**src/rtl/idv_pkg.sv**
```systemverilog
// Shared types, constants and helper functions for the citizen number validator.
package idv_pkg;

  localparam int unsigned LATENCY = 12;

  localparam logic [43:0] ID_LIMIT     = 44'd10000000000000;
  localparam logic [23:0] E7           = 24'd10000000;
  localparam logic [27:0] RECIP_E7     = 28'd225179981;
  localparam logic [20:0] RECIP_E3     = 21'd1073742;
  localparam logic [24:0] RECIP_E4     = 25'd27487791;
  localparam logic [10:0] RECIP_10_N10 = 11'd1639;
  localparam logic [14:0] RECIP_100    = 15'd20972;
  localparam logic [7:0]  RECIP_10_N7  = 8'd205;
  localparam logic [9:0]  RECIP_11     = 10'd745;

  localparam logic [9:0]  PIVOT_RST    = 10'd26;
  localparam logic [11:0] MAX_YEAR_RST = 12'd2026;
  localparam logic [9:0]  FEMALE_MIN   = 10'd500;

  typedef enum logic [1:0] {
    ST_OK     = 2'd0,
    ST_DIGITS = 2'd1,
    ST_DATE   = 2'd2,
    ST_CHECK  = 2'd3
  } status_t;

  typedef enum logic [0:0] {
    CFG_PIVOT    = 1'b0,
    CFG_MAX_YEAR = 1'b1
  } cfg_reg_t;

  function automatic logic [4:0] month_len(input logic [6:0] month, input logic leap);
    logic [4:0] len;
    case (month)
      7'd1:    len = 5'd31;
      7'd2:    len = leap ? 5'd29 : 5'd28;
      7'd3:    len = 5'd31;
      7'd4:    len = 5'd30;
      7'd5:    len = 5'd31;
      7'd6:    len = 5'd30;
      7'd7:    len = 5'd31;
      7'd8:    len = 5'd31;
      7'd9:    len = 5'd30;
      7'd10:   len = 5'd31;
      7'd11:   len = 5'd30;
      7'd12:   len = 5'd31;
      default: len = 5'd0;
    endcase
    return len;
  endfunction

  // Quotient by ten for values below 1000.
  function automatic logic [6:0] div10_n10(input logic [9:0] x);
    logic [20:0] p;
    p = 21'(x) * 21'(RECIP_10_N10);
    return p[20:14];
  endfunction

  // Quotient by one hundred for values below 10000.
  function automatic logic [6:0] div100_n14(input logic [13:0] x);
    logic [28:0] p;
    p = 29'(x) * 29'(RECIP_100);
    return p[27:21];
  endfunction

  // Split a value below 100 into tens and units digits.
  function automatic logic [7:0] split_pair(input logic [6:0] x);
    logic [14:0] p;
    logic [3:0]  tens;
    logic [6:0]  rest;
    p    = 15'(x) * 15'(RECIP_10_N7);
    tens = p[14:11];
    rest = x - (7'(tens) * 7'd10);
    return {tens, rest[3:0]};
  endfunction

endpackage

```
**src/rtl/id_number_validate_decode_top.sv**
```systemverilog
// Citizen number validator and decoder: top level.
// A word's result is on the out_ ports, with out_strobe high, once it has passed every pipeline register.
// Throughput: one word per cycle through a fixed twelve-stage pipeline; the reciprocal
// multiplier chain of the decimal split sets the depth. The receiver cannot stall.
// Reset (synchronous, active low) empties the pipeline and restores the pivot and year limit.
module id_number_validate_decode_top (
  input  logic        clk,
  input  logic        rst_n,
  input  logic        start,
  output logic        busy,
  input  logic [43:0] in_id_value,
  input  logic        cfg_valid,
  output logic        cfg_ready,
  input  logic [0:0]  cfg_index,
  input  logic [11:0] cfg_data,
  output logic        out_strobe,
  output logic        out_valid_res,
  output logic [1:0]  out_status,
  output logic [6:0]  out_birth_day,
  output logic [6:0]  out_birth_month,
  output logic [11:0] out_birth_year,
  output logic [6:0]  out_region_code,
  output logic [9:0]  out_serial_code,
  output logic        out_is_female
);

  typedef struct packed {
    logic [43:0] w;
    logic        ov;
  } s2_t;

  typedef struct packed {
    logic [19:0] qe;
    logic [24:0] wl;
    logic        ov;
  } s3_t;

  typedef struct packed {
    logic [24:0] pm;
    logic [19:0] qe;
    logic [24:0] wl;
    logic        ov;
  } s4_t;

  typedef struct packed {
    logic [19:0] hi;
    logic [23:0] lo;
    logic        ov;
  } s5_t;

  typedef struct packed {
    logic [9:0]  ha;
    logic [9:0]  la;
    logic [19:0] hi;
    logic [23:0] lo;
    logic        ov;
  } s6_t;

  typedef struct packed {
    logic [9:0]  ga;
    logic [9:0]  gb;
    logic [9:0]  gc;
    logic [13:0] gd;
    logic        ov;
  } s7_t;

  typedef struct packed {
    logic [9:0]  ga;
    logic [9:0]  gb;
    logic [9:0]  gc;
    logic [13:0] gd;
    logic [6:0]  ta;
    logic [6:0]  tb;
    logic [6:0]  tc;
    logic [6:0]  th;
    logic        ov;
  } s8_t;

  typedef struct packed {
    logic [12:0][3:0] dg;
    logic             ov;
  } s9_t;

  typedef struct packed {
    logic [6:0]  day;
    logic [6:0]  month;
    logic [11:0] year;
    logic [6:0]  region;
    logic [9:0]  serial;
    logic [3:0]  chk_dg;
    logic        leap;
    logic [8:0]  sum;
    logic        ov;
  } s10_t;

  typedef struct packed {
    logic [6:0]  day;
    logic [6:0]  month;
    logic [11:0] year;
    logic [6:0]  region;
    logic [9:0]  serial;
    logic [3:0]  chk_dg;
    logic [8:0]  sum;
    logic [5:0]  q11;
    logic        date_ok;
    logic        ov;
  } s11_t;

  typedef struct packed {
    logic             valid_res;
    idv_pkg::status_t status;
    logic [6:0]       day;
    logic [6:0]       month;
    logic [11:0]      year;
    logic [6:0]       region;
    logic [9:0]       serial;
    logic             is_female;
  } res_t;

  logic                         accept;
  logic                         cfg_we;
  logic [9:0]                   pivot_r, pivot_nxt;
  logic [11:0]                  max_year_r, max_year_nxt;
  logic [idv_pkg::LATENCY-1:0]  vld_r, vld_nxt;

  logic [43:0] v1_r, v1_nxt;
  s2_t         s2_r, s2_nxt;
  s3_t         s3_r, s3_nxt;
  s4_t         s4_r, s4_nxt;
  s5_t         s5_r, s5_nxt;
  s6_t         s6_r, s6_nxt;
  s7_t         s7_r, s7_nxt;
  s8_t         s8_r, s8_nxt;
  s9_t         s9_r, s9_nxt;
  s10_t        s10_r, s10_nxt;
  s11_t        s11_r, s11_nxt;
  res_t        res_r, res_nxt;

  assign busy      = ~rst_n;
  assign cfg_ready = rst_n;
  assign accept    = start & ~busy;
  assign cfg_we    = cfg_valid & cfg_ready;

  always_comb begin
    pivot_nxt    = pivot_r;
    max_year_nxt = max_year_r;
    if (cfg_we) begin
      case (idv_pkg::cfg_reg_t'(cfg_index))
        idv_pkg::CFG_PIVOT:    pivot_nxt    = cfg_data[9:0];
        idv_pkg::CFG_MAX_YEAR: max_year_nxt = cfg_data;
        default: begin
          pivot_nxt    = pivot_r;
          max_year_nxt = max_year_r;
        end
      endcase
    end
  end

  assign vld_nxt = {vld_r[idv_pkg::LATENCY-2:0], accept};

  always_ff @(posedge clk) begin
    if (!rst_n) begin
      pivot_r    <= idv_pkg::PIVOT_RST;
      max_year_r <= idv_pkg::MAX_YEAR_RST;
      vld_r      <= '0;
    end else begin
      pivot_r    <= pivot_nxt;
      max_year_r <= max_year_nxt;
      vld_r      <= vld_nxt;
    end
  end

  assign v1_nxt = in_id_value;

  // Fold values of fourteen digits back into thirteen.
  always_comb begin
    s2_nxt.ov = (v1_r >= idv_pkg::ID_LIMIT);
    s2_nxt.w  = s2_nxt.ov ? (v1_r - idv_pkg::ID_LIMIT) : v1_r;
  end

  // Estimate the quotient by ten million, at most one short.
  always_comb begin
    logic [52:0] qprod;
    qprod     = 53'(s2_r.w[43:19]) * 53'(idv_pkg::RECIP_E7);
    s3_nxt.qe = qprod[51:32];
    s3_nxt.wl = s2_r.w[24:0];
    s3_nxt.ov = s2_r.ov;
  end

  always_comb begin
    logic [43:0] pprod;
    pprod     = 44'(s3_r.qe) * 44'(idv_pkg::E7);
    s4_nxt.pm = pprod[24:0];
    s4_nxt.qe = s3_r.qe;
    s4_nxt.wl = s3_r.wl;
    s4_nxt.ov = s3_r.ov;
  end

  always_comb begin
    logic [24:0] rem7;
    rem7 = s4_r.wl - s4_r.pm;
    if (rem7 >= 25'(idv_pkg::E7)) begin
      s5_nxt.hi = s4_r.qe + 20'd1;
      s5_nxt.lo = 24'(rem7 - 25'(idv_pkg::E7));
    end else begin
      s5_nxt.hi = s4_r.qe;
      s5_nxt.lo = rem7[23:0];
    end
    s5_nxt.ov = s4_r.ov;
  end

  always_comb begin
    logic [40:0] hprod;
    logic [48:0] lprod;
    hprod     = 41'(s5_r.hi) * 41'(idv_pkg::RECIP_E3);
    lprod     = 49'(s5_r.lo) * 49'(idv_pkg::RECIP_E4);
    s6_nxt.ha = hprod[39:30];
    s6_nxt.la = lprod[47:38];
    s6_nxt.hi = s5_r.hi;
    s6_nxt.lo = s5_r.lo;
    s6_nxt.ov = s5_r.ov;
  end

  always_comb begin
    s7_nxt.ga = s6_r.ha;
    s7_nxt.gb = 10'(s6_r.hi - (20'(s6_r.ha) * 20'd1000));
    s7_nxt.gc = s6_r.la;
    s7_nxt.gd = 14'(s6_r.lo - (24'(s6_r.la) * 24'd10000));
    s7_nxt.ov = s6_r.ov;
  end

  always_comb begin
    s8_nxt.ga = s7_r.ga;
    s8_nxt.gb = s7_r.gb;
    s8_nxt.gc = s7_r.gc;
    s8_nxt.gd = s7_r.gd;
    s8_nxt.ta = idv_pkg::div10_n10(s7_r.ga);
    s8_nxt.tb = idv_pkg::div10_n10(s7_r.gb);
    s8_nxt.tc = idv_pkg::div10_n10(s7_r.gc);
    s8_nxt.th = idv_pkg::div100_n14(s7_r.gd);
    s8_nxt.ov = s7_r.ov;
  end

  always_comb begin
    logic [6:0] gl;
    logic [7:0] pa, pb, pc, ph, pl;
    gl = 7'(s8_r.gd - (14'(s8_r.th) * 14'd100));
    pa = idv_pkg::split_pair(s8_r.ta);
    pb = idv_pkg::split_pair(s8_r.tb);
    pc = idv_pkg::split_pair(s8_r.tc);
    ph = idv_pkg::split_pair(s8_r.th);
    pl = idv_pkg::split_pair(gl);
    s9_nxt.dg[0]  = pa[7:4];
    s9_nxt.dg[1]  = pa[3:0];
    s9_nxt.dg[2]  = 4'(s8_r.ga - (10'(s8_r.ta) * 10'd10));
    s9_nxt.dg[3]  = pb[7:4];
    s9_nxt.dg[4]  = pb[3:0];
    s9_nxt.dg[5]  = 4'(s8_r.gb - (10'(s8_r.tb) * 10'd10));
    s9_nxt.dg[6]  = pc[7:4];
    s9_nxt.dg[7]  = pc[3:0];
    s9_nxt.dg[8]  = 4'(s8_r.gc - (10'(s8_r.tc) * 10'd10));
    s9_nxt.dg[9]  = ph[7:4];
    s9_nxt.dg[10] = ph[3:0];
    s9_nxt.dg[11] = pl[7:4];
    s9_nxt.dg[12] = pl[3:0];
    s9_nxt.ov     = s8_r.ov;
  end

  always_comb begin
    logic [12:0][3:0] d;
    logic [9:0]       y3;
    logic             mill;
    logic [4:0]       cent;
    logic             zero2;
    d              = s9_r.dg;
    y3             = (10'(d[4]) * 10'd100) + (10'(d[5]) * 10'd10) + 10'(d[6]);
    mill           = (y3 <= pivot_r);
    cent           = (mill ? 5'd20 : 5'd10) + 5'(d[4]);
    zero2          = (d[5] == 4'd0) && (d[6] == 4'd0);
    s10_nxt.day    = (7'(d[0]) * 7'd10) + 7'(d[1]);
    s10_nxt.month  = (7'(d[2]) * 7'd10) + 7'(d[3]);
    s10_nxt.year   = (mill ? 12'd2000 : 12'd1000) + 12'(y3);
    s10_nxt.region = (7'(d[7]) * 7'd10) + 7'(d[8]);
    s10_nxt.serial = (10'(d[9]) * 10'd100) + (10'(d[10]) * 10'd10) + 10'(d[11]);
    s10_nxt.chk_dg = d[12];
    s10_nxt.leap   = zero2 ? (cent[1:0] == 2'd0) : (s10_nxt.year[1:0] == 2'd0);
    s10_nxt.sum    = (9'd7 * (9'(d[0]) + 9'(d[6]))) + (9'd6 * (9'(d[1]) + 9'(d[7])))
                   + (9'd5 * (9'(d[2]) + 9'(d[8]))) + (9'd4 * (9'(d[3]) + 9'(d[9])))
                   + (9'd3 * (9'(d[4]) + 9'(d[10]))) + (9'd2 * (9'(d[5]) + 9'(d[11])));
    s10_nxt.ov     = s9_r.ov;
  end

  always_comb begin
    logic [18:0] mprod;
    logic [4:0]  mlen;
    mprod           = 19'(s10_r.sum) * 19'(idv_pkg::RECIP_11);
    mlen            = idv_pkg::month_len(s10_r.month, s10_r.leap);
    s11_nxt.day     = s10_r.day;
    s11_nxt.month   = s10_r.month;
    s11_nxt.year    = s10_r.year;
    s11_nxt.region  = s10_r.region;
    s11_nxt.serial  = s10_r.serial;
    s11_nxt.chk_dg  = s10_r.chk_dg;
    s11_nxt.sum     = s10_r.sum;
    s11_nxt.q11     = mprod[18:13];
    s11_nxt.date_ok = (s10_r.year != 12'd0) && (s10_r.year <= max_year_r)
                   && (s10_r.month >= 7'd1) && (s10_r.month <= 7'd12)
                   && (s10_r.day != 7'd0) && (s10_r.day <= 7'(mlen));
    s11_nxt.ov      = s10_r.ov;
  end

  always_comb begin
    logic [3:0] rem11;
    logic       chk_ok;
    rem11  = 4'(s11_r.sum - (9'(s11_r.q11) * 9'd11));
    chk_ok = (rem11 == 4'd0) ? (s11_r.chk_dg == 4'd0)
           : ((rem11 != 4'd1) && (s11_r.chk_dg == (4'd11 - rem11)));
    if (s11_r.ov) begin
      res_nxt.status = idv_pkg::ST_DIGITS;
    end else if (!s11_r.date_ok) begin
      res_nxt.status = idv_pkg::ST_DATE;
    end else if (!chk_ok) begin
      res_nxt.status = idv_pkg::ST_CHECK;
    end else begin
      res_nxt.status = idv_pkg::ST_OK;
    end
    res_nxt.valid_res = (res_nxt.status == idv_pkg::ST_OK);
    res_nxt.day       = s11_r.day;
    res_nxt.month     = s11_r.month;
    res_nxt.year      = s11_r.year;
    res_nxt.region    = s11_r.region;
    res_nxt.serial    = s11_r.serial;
    res_nxt.is_female = (s11_r.serial >= idv_pkg::FEMALE_MIN);
  end

  always_ff @(posedge clk) begin
    v1_r  <= v1_nxt;
    s2_r  <= s2_nxt;
    s3_r  <= s3_nxt;
    s4_r  <= s4_nxt;
    s5_r  <= s5_nxt;
    s6_r  <= s6_nxt;
    s7_r  <= s7_nxt;
    s8_r  <= s8_nxt;
    s9_r  <= s9_nxt;
    s10_r <= s10_nxt;
    s11_r <= s11_nxt;
    res_r <= res_nxt;
  end

  assign out_strobe      = vld_r[idv_pkg::LATENCY-1];
  assign out_valid_res   = res_r.valid_res;
  assign out_status      = res_r.status;
  assign out_birth_day   = res_r.day;
  assign out_birth_month = res_r.month;
  assign out_birth_year  = res_r.year;
  assign out_region_code = res_r.region;
  assign out_serial_code = res_r.serial;
  assign out_is_female   = res_r.is_female;

endmodule

```
**config.mk**
```make
export PLATFORM = sky130hd
export DESIGN_NAME = id_number_validate_decode_top
export DESIGN_NICKNAME = d
export VERILOG_FILES = /design/src/rtl/idv_pkg.sv /design/src/rtl/id_number_validate_decode_top.sv
export SDC_FILE = /design/constraint.sdc
export NUM_CORES = 2
export LEC_CHECK = 0
export BUFFER_PORTS_ARGS = -buffer_cell sky130_fd_sc_hd__buf_2
export CORE_UTILIZATION = 52
export CTS_CLUSTER_DIAMETER = 200
export DETAILED_ROUTE_END_ITERATION = 8
export PLACE_DENSITY = 0.8
export SYNTH_ARGS = -nofsm -noshare
export SYNTH_HDL_FRONTEND = slang
export SYNTH_SLANG_ARGS = --single-unit
```
**constraint.sdc**
```tcl
create_clock -name clk -period 6.3 [get_ports clk]
set_input_delay 0.945 -clock clk [delete_from_list [all_inputs] [get_ports clk]]
set_output_delay 0.945 -clock clk [all_outputs]
set_load 0.01 [all_outputs]
```
# --- Word-level counts from Yosys, hierarchy flattened ---
# Index checks and enable logic that the tools add are counted.
word_totals:
  ff_bits: 633
  latch_bits: 0
  ram_bits: 0
  rom_bits: 0
  input_bits: 61
  out_inout_bits: 50
  wordCells: 207
  memories: 0
classes:
  add_sub_neg: 37
  mul: 37
  div: 0
  order_cmp: 8
  n_eq_ne: 14
  shift: 0
  n_mux: 11
  bitwise: 4
  reduce_logical: 20
ops:
  columns: ["op", "n"]
  rows:
  - ["$mux W44", 2]
  - ["$mul A7 B8 Y15 const B", 5]
  - ["$mul A10 B11 Y21 const B", 3]
  - ["$mul A25 B28 Y52 const B", 1]
  - ["$mul A24 B25 Y48 const B", 1]
  - ["$ge A44 B44 Y1 const B", 1]
  - ["$sub A44 B44 Y44 const B", 1]
  - ["$mul A20 B20 Y39 const B", 1]
  - ["$sub A4 B4 Y4", 9]
  - ["$eq A7 B4 Y1 const B", 5]
  - ["$add A4 B4 Y5", 6]
  - ["$eq A7 B3 Y1 const B", 4]
  - ["$mul A14 B13 Y26 const B", 1]
  - ["$ge A25 B24 Y1 const B", 1]
  - ["$sub A25 B25 Y25", 1]
  - ["$sub A24 B24 Y24 const B", 1]
  - ["$add A7 B4 Y7", 3]
  - ["$mul A7 B3 Y3 const B", 3]
  - ["$add A10 B4 Y10", 2]
  - ["$add A10 B8 Y10", 2]
  - ["$add A20 B1 Y20 const B", 1]
  - ["$mul A20 B17 Y18 const B", 1]
  - ["$mul A4 B3 Y3 const B", 5]
  - ["$mul A9 B10 Y19 const B", 1]
  - ["43 further kinds", 70]

# --- Depth between registers and ports, before layout ---
logic_depth:
  word_depth: 10
  mapped_depth: 27
  mapped_depth_nobuf: 27

# --- Worst setup path before layout ---
# No wires, ideal clock.
synth_path:
  kind: "register to register"
  from: "register s5_r[22] in the netlist's numbering"
  to: "register s6_r[54] in the netlist's numbering"
  setup_ns: 0.121
  arrival_time_ns: 6.517
  t_required_ns: 6.179
  setup_slack_ns: -0.337
  path_stages_with_launch: 25
  n_path_buf: 0
  period_less_slack_ns: 6.637
  cell_sequence: "dfxtp_1 -> fa_1 -> inv_1 -> fa_1 -> fa_1 -> inv_1 -> fa_1 -> inv_1 -> fa_1 -> inv_1 -> fa_1 -> inv_1 -> fa_1 -> inv_1 -> ha_1 -> a21o_1 -> a21o_1 -> a211o_1 -> a211oi_1 -> nor4_1 -> o41ai_1 -> o21ai_1 -> o41ai_1 -> o21ba_1 -> xnor2_1"
synth_rtl:
  columns: ["element", "line_no", "text"]
  rows:
  - ["start: declaration", "id_number_validate_decode_top.sv:130", "s5_t s5_r, s5_nxt;"]
  - ["start signal: assignment", "id_number_validate_decode_top.sv:341", "s5_r <= s5_nxt;"]
  - ["end signal: assignment", "id_number_validate_decode_top.sv:342", "s6_r <= s6_nxt;"]
  - ["end: declaration", "id_number_validate_decode_top.sv:131", "s6_t s6_r, s6_nxt;"]

==> results.rst <==
.. list-table::
   :header-rows: 1

   * - Metric
     - Value
   * - DRT Pass-1 Iters
     - 7
   * - Prevailing post-synth register cell
     - sky130_fd_sc_hd__dfxtp_1
   * - Clock insertion delay at the later pin of the skew report
     - 0.68 ns
   * - Setup crit start kind
     - register
   * - Drc violations
     - 0
   * - CTS Buf Count
     - 68
   * - Hold Slack
     - 0.314 ns
   * - Pin count of the biggest net entering global routing
     - 36
   * - Remaining antenna violation count after routing
     - 0
   * - Final Core Density
     - 0.599
   * - Largest area contributor in the synthesized netlist
     - sky130_fd_sc_hd__fa_1
   * - Number of nets produced by synthesis
     - 8701
   * - Worst EP required
     - 6.89 ns
   * - Routed WL
     - 148 mm
   * - Total count of max-transition violations in the final report
     - 0
   * - Worst max-slew margin expressed relative to the limit
     - 0.277
   * - Initial antenna violation count
     - 4
   * - Detailed-placement wirelength estimate
     - 127 mm
   * - Total number of vias
     - 43300
   * - Launching element of the worst setup path
     - s5_r[24]
   * - Setup clock skew after layout
     - 0.0333 ns
   * - Sinks on Clock Net
     - 629
   * - Count of hold buffers inserted by post-cts repair
     - 0
   * - Final RePlAce weighted congestion
     - 0.983
   * - Most area-consuming cells after synthesis
     - sky130_fd_sc_hd__fa_1 29%, sky130_fd_sc_hd__ha_1 28%, sky130_fd_sc_hd__dfxtp_1 19%, sky130_fd_sc_hd__inv_1 9.7%, sky130_fd_sc_hd__xnor2_1 3.1%
   * - Routed vias/inst
     - 5.10
   * - Width of the die
     - 359 um
   * - Warnings, synthesis
     - 0
   * - TritonCTS clock tree
     - yes
   * - Min cycle time layout
     - 6.46 ns
   * - Fraction of layout instances using a drive strength above 1
     - 0.132
   * - Fraction of registers with async set or reset after synthesis
     - 0
   * - Drt initial violations
     - 2059
   * - Maximum clock frequency
     - 0.155 GHz
   * - Number of storage elements in the synthesis netlist
     - 629
   * - Clock root cell
     - sky130_fd_sc_hd__clkbuf_16
   * - Number of filler cells placed in the layout
     - 9788
   * - Maximum root-to-sink buffer count
     - 3
   * - Top cell type's share of synthesized area
     - 0.291
   * - Boundary pin count
     - 111
   * - Number of cells produced by synthesis
     - 6225
   * - Num rows
     - 130
   * - Post-route design area
     - 75400 um2
   * - Count of flip-flops with a built-in enable after synthesis
     - 0
   * - Vias in the first global route
     - 48200
   * - Count of endpoints failing setup in the final report
     - 10
   * - Crit Path Category
     - register to register
   * - Effective utilization at floorplan
     - 0.525
   * - GRT Total Usage
     - 0.238
   * - Number of port buffers
     - 110
   * - Sequential-to-total area share from yosys stat
     - 0.190
   * - Min-delay src
     - s3_r[1]
   * - Die footprint
     - 129000 um2
   * - Clock edge transition at the registers on the reported setup and hold paths
     - 0.06 ns
   * - First-pass GRT wire length
     - 241 mm
   * - Unrepaired setup endpoints after global routing
     - true
   * - Measured slew at the worst slew-check pin
     - 1.08 ns
   * - Maximum level of the CTS H-tree
     - 3
   * - Outcome
     - complete, but fails checks
   * - Maximum fanout encountered on the critical timing path
     - 3
   * - PnR worst setup slack
     - -0.155 ns
   * - CORE AREA
     - 126000 um2
   * - Total gr overflow
     - 0
   * - Violations in the final reports
     - negative setup slack
   * - Period utilization
     - 1.02
   * - Mean area per synthesized cell
     - 10.6 um2
   * - Hold/Removal Path Class
     - register to register
   * - Syn Std Cell Area
     - 66100 um2
   * - Height of the die
     - 359 um
   * - Post-synthesis to final-layout area growth
     - 13.9%
   * - Final Hold Viols
     - 0
   * - Dpl cell area
     - 71600 um2
   * - Worst path arrival time
     - 7.05 ns
   * - Number of nets in the layout
     - 9273
   * - Worst Setup End Kind
     - register
   * - Reg-to-reg startpoint
     - s5_r[24]
   * - DR WL/cell
     - 17.4 um
   * - Max Cap Violations
     - 0
   * - Unique masters post-synth
     - 91
## final timing paths
check	cells after the start	slack [ns]	to
max	25	-0.16	s6_r[52]
min	0	0.31	s4_r[1]
max reg2reg	25	-0.16	s6_r[52]
min reg2reg	0	0.31	s4_r[1]
## placed cells by master (no fill, tap or decap), drive strengths merged, types with 84 or more instances in the layout
master,instances
buf,519
o21ai,84
nand2,89
fa,960
inv,1715
xnor2,231
ha,1455
clkbuf,91
dfxtp,629
xor2,107
a21o,100
a21oi,166
nor2,152
## cells in the mapped netlist (all sizes together), types with 5 or more instances
cell type  number
a2111oi        13
a211o           9
a211oi         16
a21boi          8
a21o          100
a21oi         166
a31oi          23
a41o            5
and2           19
and3           20
buf            11
clkbuf          6
dfxtp         629
fa            960
ha           1455
inv          1704
nand2          89
nand2b         22
nand3          37
nand3b          5
nand4          26
nor2          152
nor2b          48
nor3           65
nor3b           8
nor4           27
o211ai         11
o21a           34
o21ai          84
o21bai         22
o31a            7
o31ai          17
o41ai           8
or2            21
or3             5
xnor2         231
xor2          107
## layout make-up
class                      instances  area (um2)  share of cell area
antenna                            1        2.50           0.0000332
clock buffer                      91        1990              0.0265
timing repair buffer             519        3720              0.0493
multi-input combinational       3875       48000               0.637
inverter                        1704        6400              0.0849
sequential                       629       12700               0.168
tap                             1650        2060              0.0274
clock inverter                    31         477             0.00633
## timing repair
item | in CTS | in global routing
endpoints found under the setup margin | 26 | 33
resized for setup | 126 | 135
gates cloned | 0 | 0
pin swaps | 109 | 91
setup buffers | 20 | 16
## cells by family after synthesis
logic type,Yosys count,share of synthesized area
xor+xnor,338,0.0449
fa+ha+maj,2415,0.566
buf+inv,1721,0.0983
flops,629,0.190
mux,3,0.000473
simple gates,554,0.0423
compound gates,565,0.0579
## per-layer routing
| layer | share of wire | track usage | vias up |
|---|---|---|---|
| met1 | 0.41 | 0.282 | 21400 |
| li1 | - | - | 20800 |
| met5 | 0.00028 | 0 | - |
| met3 | 0.041 | 0.0347 | 354 |
| met2 | 0.50 | 0.429 | 858 |
| met4 | 0.045 | 0.101 | 6 |
## flip-flops by register name, summed over array words and instances, names as in the netlist, 10 cells and up
signal	flops
out_birth_year	12
s11_r	14
v1_r	44
pivot_r	10
max_year_r	12
res_nxt	43
s8_r	48
s3_r	46
s2_r	45
s9_r	48
s7_r	45
s5_r	45
vld_r	12
s10_r	58
s4_r	62
out_serial_code	10
s6_r	45
## stage by stage
stage / instances / setup slack, ns / setup TNS [ns]
floorplan: 6225 / 0.000170 / 0
global placement: 8346 / -0.320 / -2.83
detailed placement: 8346 / -0.446 / -5.01
CTS: 8486 / -0.218 / -0.798
global route: 8499 / -0.409 / -5.09
finish: 8500 / -0.155 / -0.736
## critical path, cell delays in order, from the launching register on
cell                       delay, ns
sky130_fd_sc_hd__dfxtp_4        0.34
sky130_fd_sc_hd__fa_2           0.57
sky130_fd_sc_hd__inv_2          0.06
sky130_fd_sc_hd__fa_2           0.34
sky130_fd_sc_hd__fa_1           0.50
sky130_fd_sc_hd__inv_2          0.05
sky130_fd_sc_hd__fa_1           0.54
sky130_fd_sc_hd__inv_2          0.04
sky130_fd_sc_hd__fa_1           0.52
sky130_fd_sc_hd__inv_1          0.05
sky130_fd_sc_hd__fa_1           0.49
sky130_fd_sc_hd__inv_1          0.05
sky130_fd_sc_hd__fa_1           0.49
sky130_fd_sc_hd__inv_2          0.05
sky130_fd_sc_hd__ha_4           0.23
sky130_fd_sc_hd__a21o_1         0.15
sky130_fd_sc_hd__a21o_1         0.17
sky130_fd_sc_hd__a211o_1        0.33
sky130_fd_sc_hd__a211oi_2       0.31
sky130_fd_sc_hd__nor4_4         0.11
sky130_fd_sc_hd__o41ai_4        0.27
sky130_fd_sc_hd__o21ai_2        0.11
sky130_fd_sc_hd__buf_4          0.14
sky130_fd_sc_hd__o21a_1         0.19
sky130_fd_sc_hd__nor2_2         0.12
sky130_fd_sc_hd__xnor2_1        0.13
Power is not shown: default switching activity piles up to over one toggle a cycle in this logic, so the estimate is an artifact.
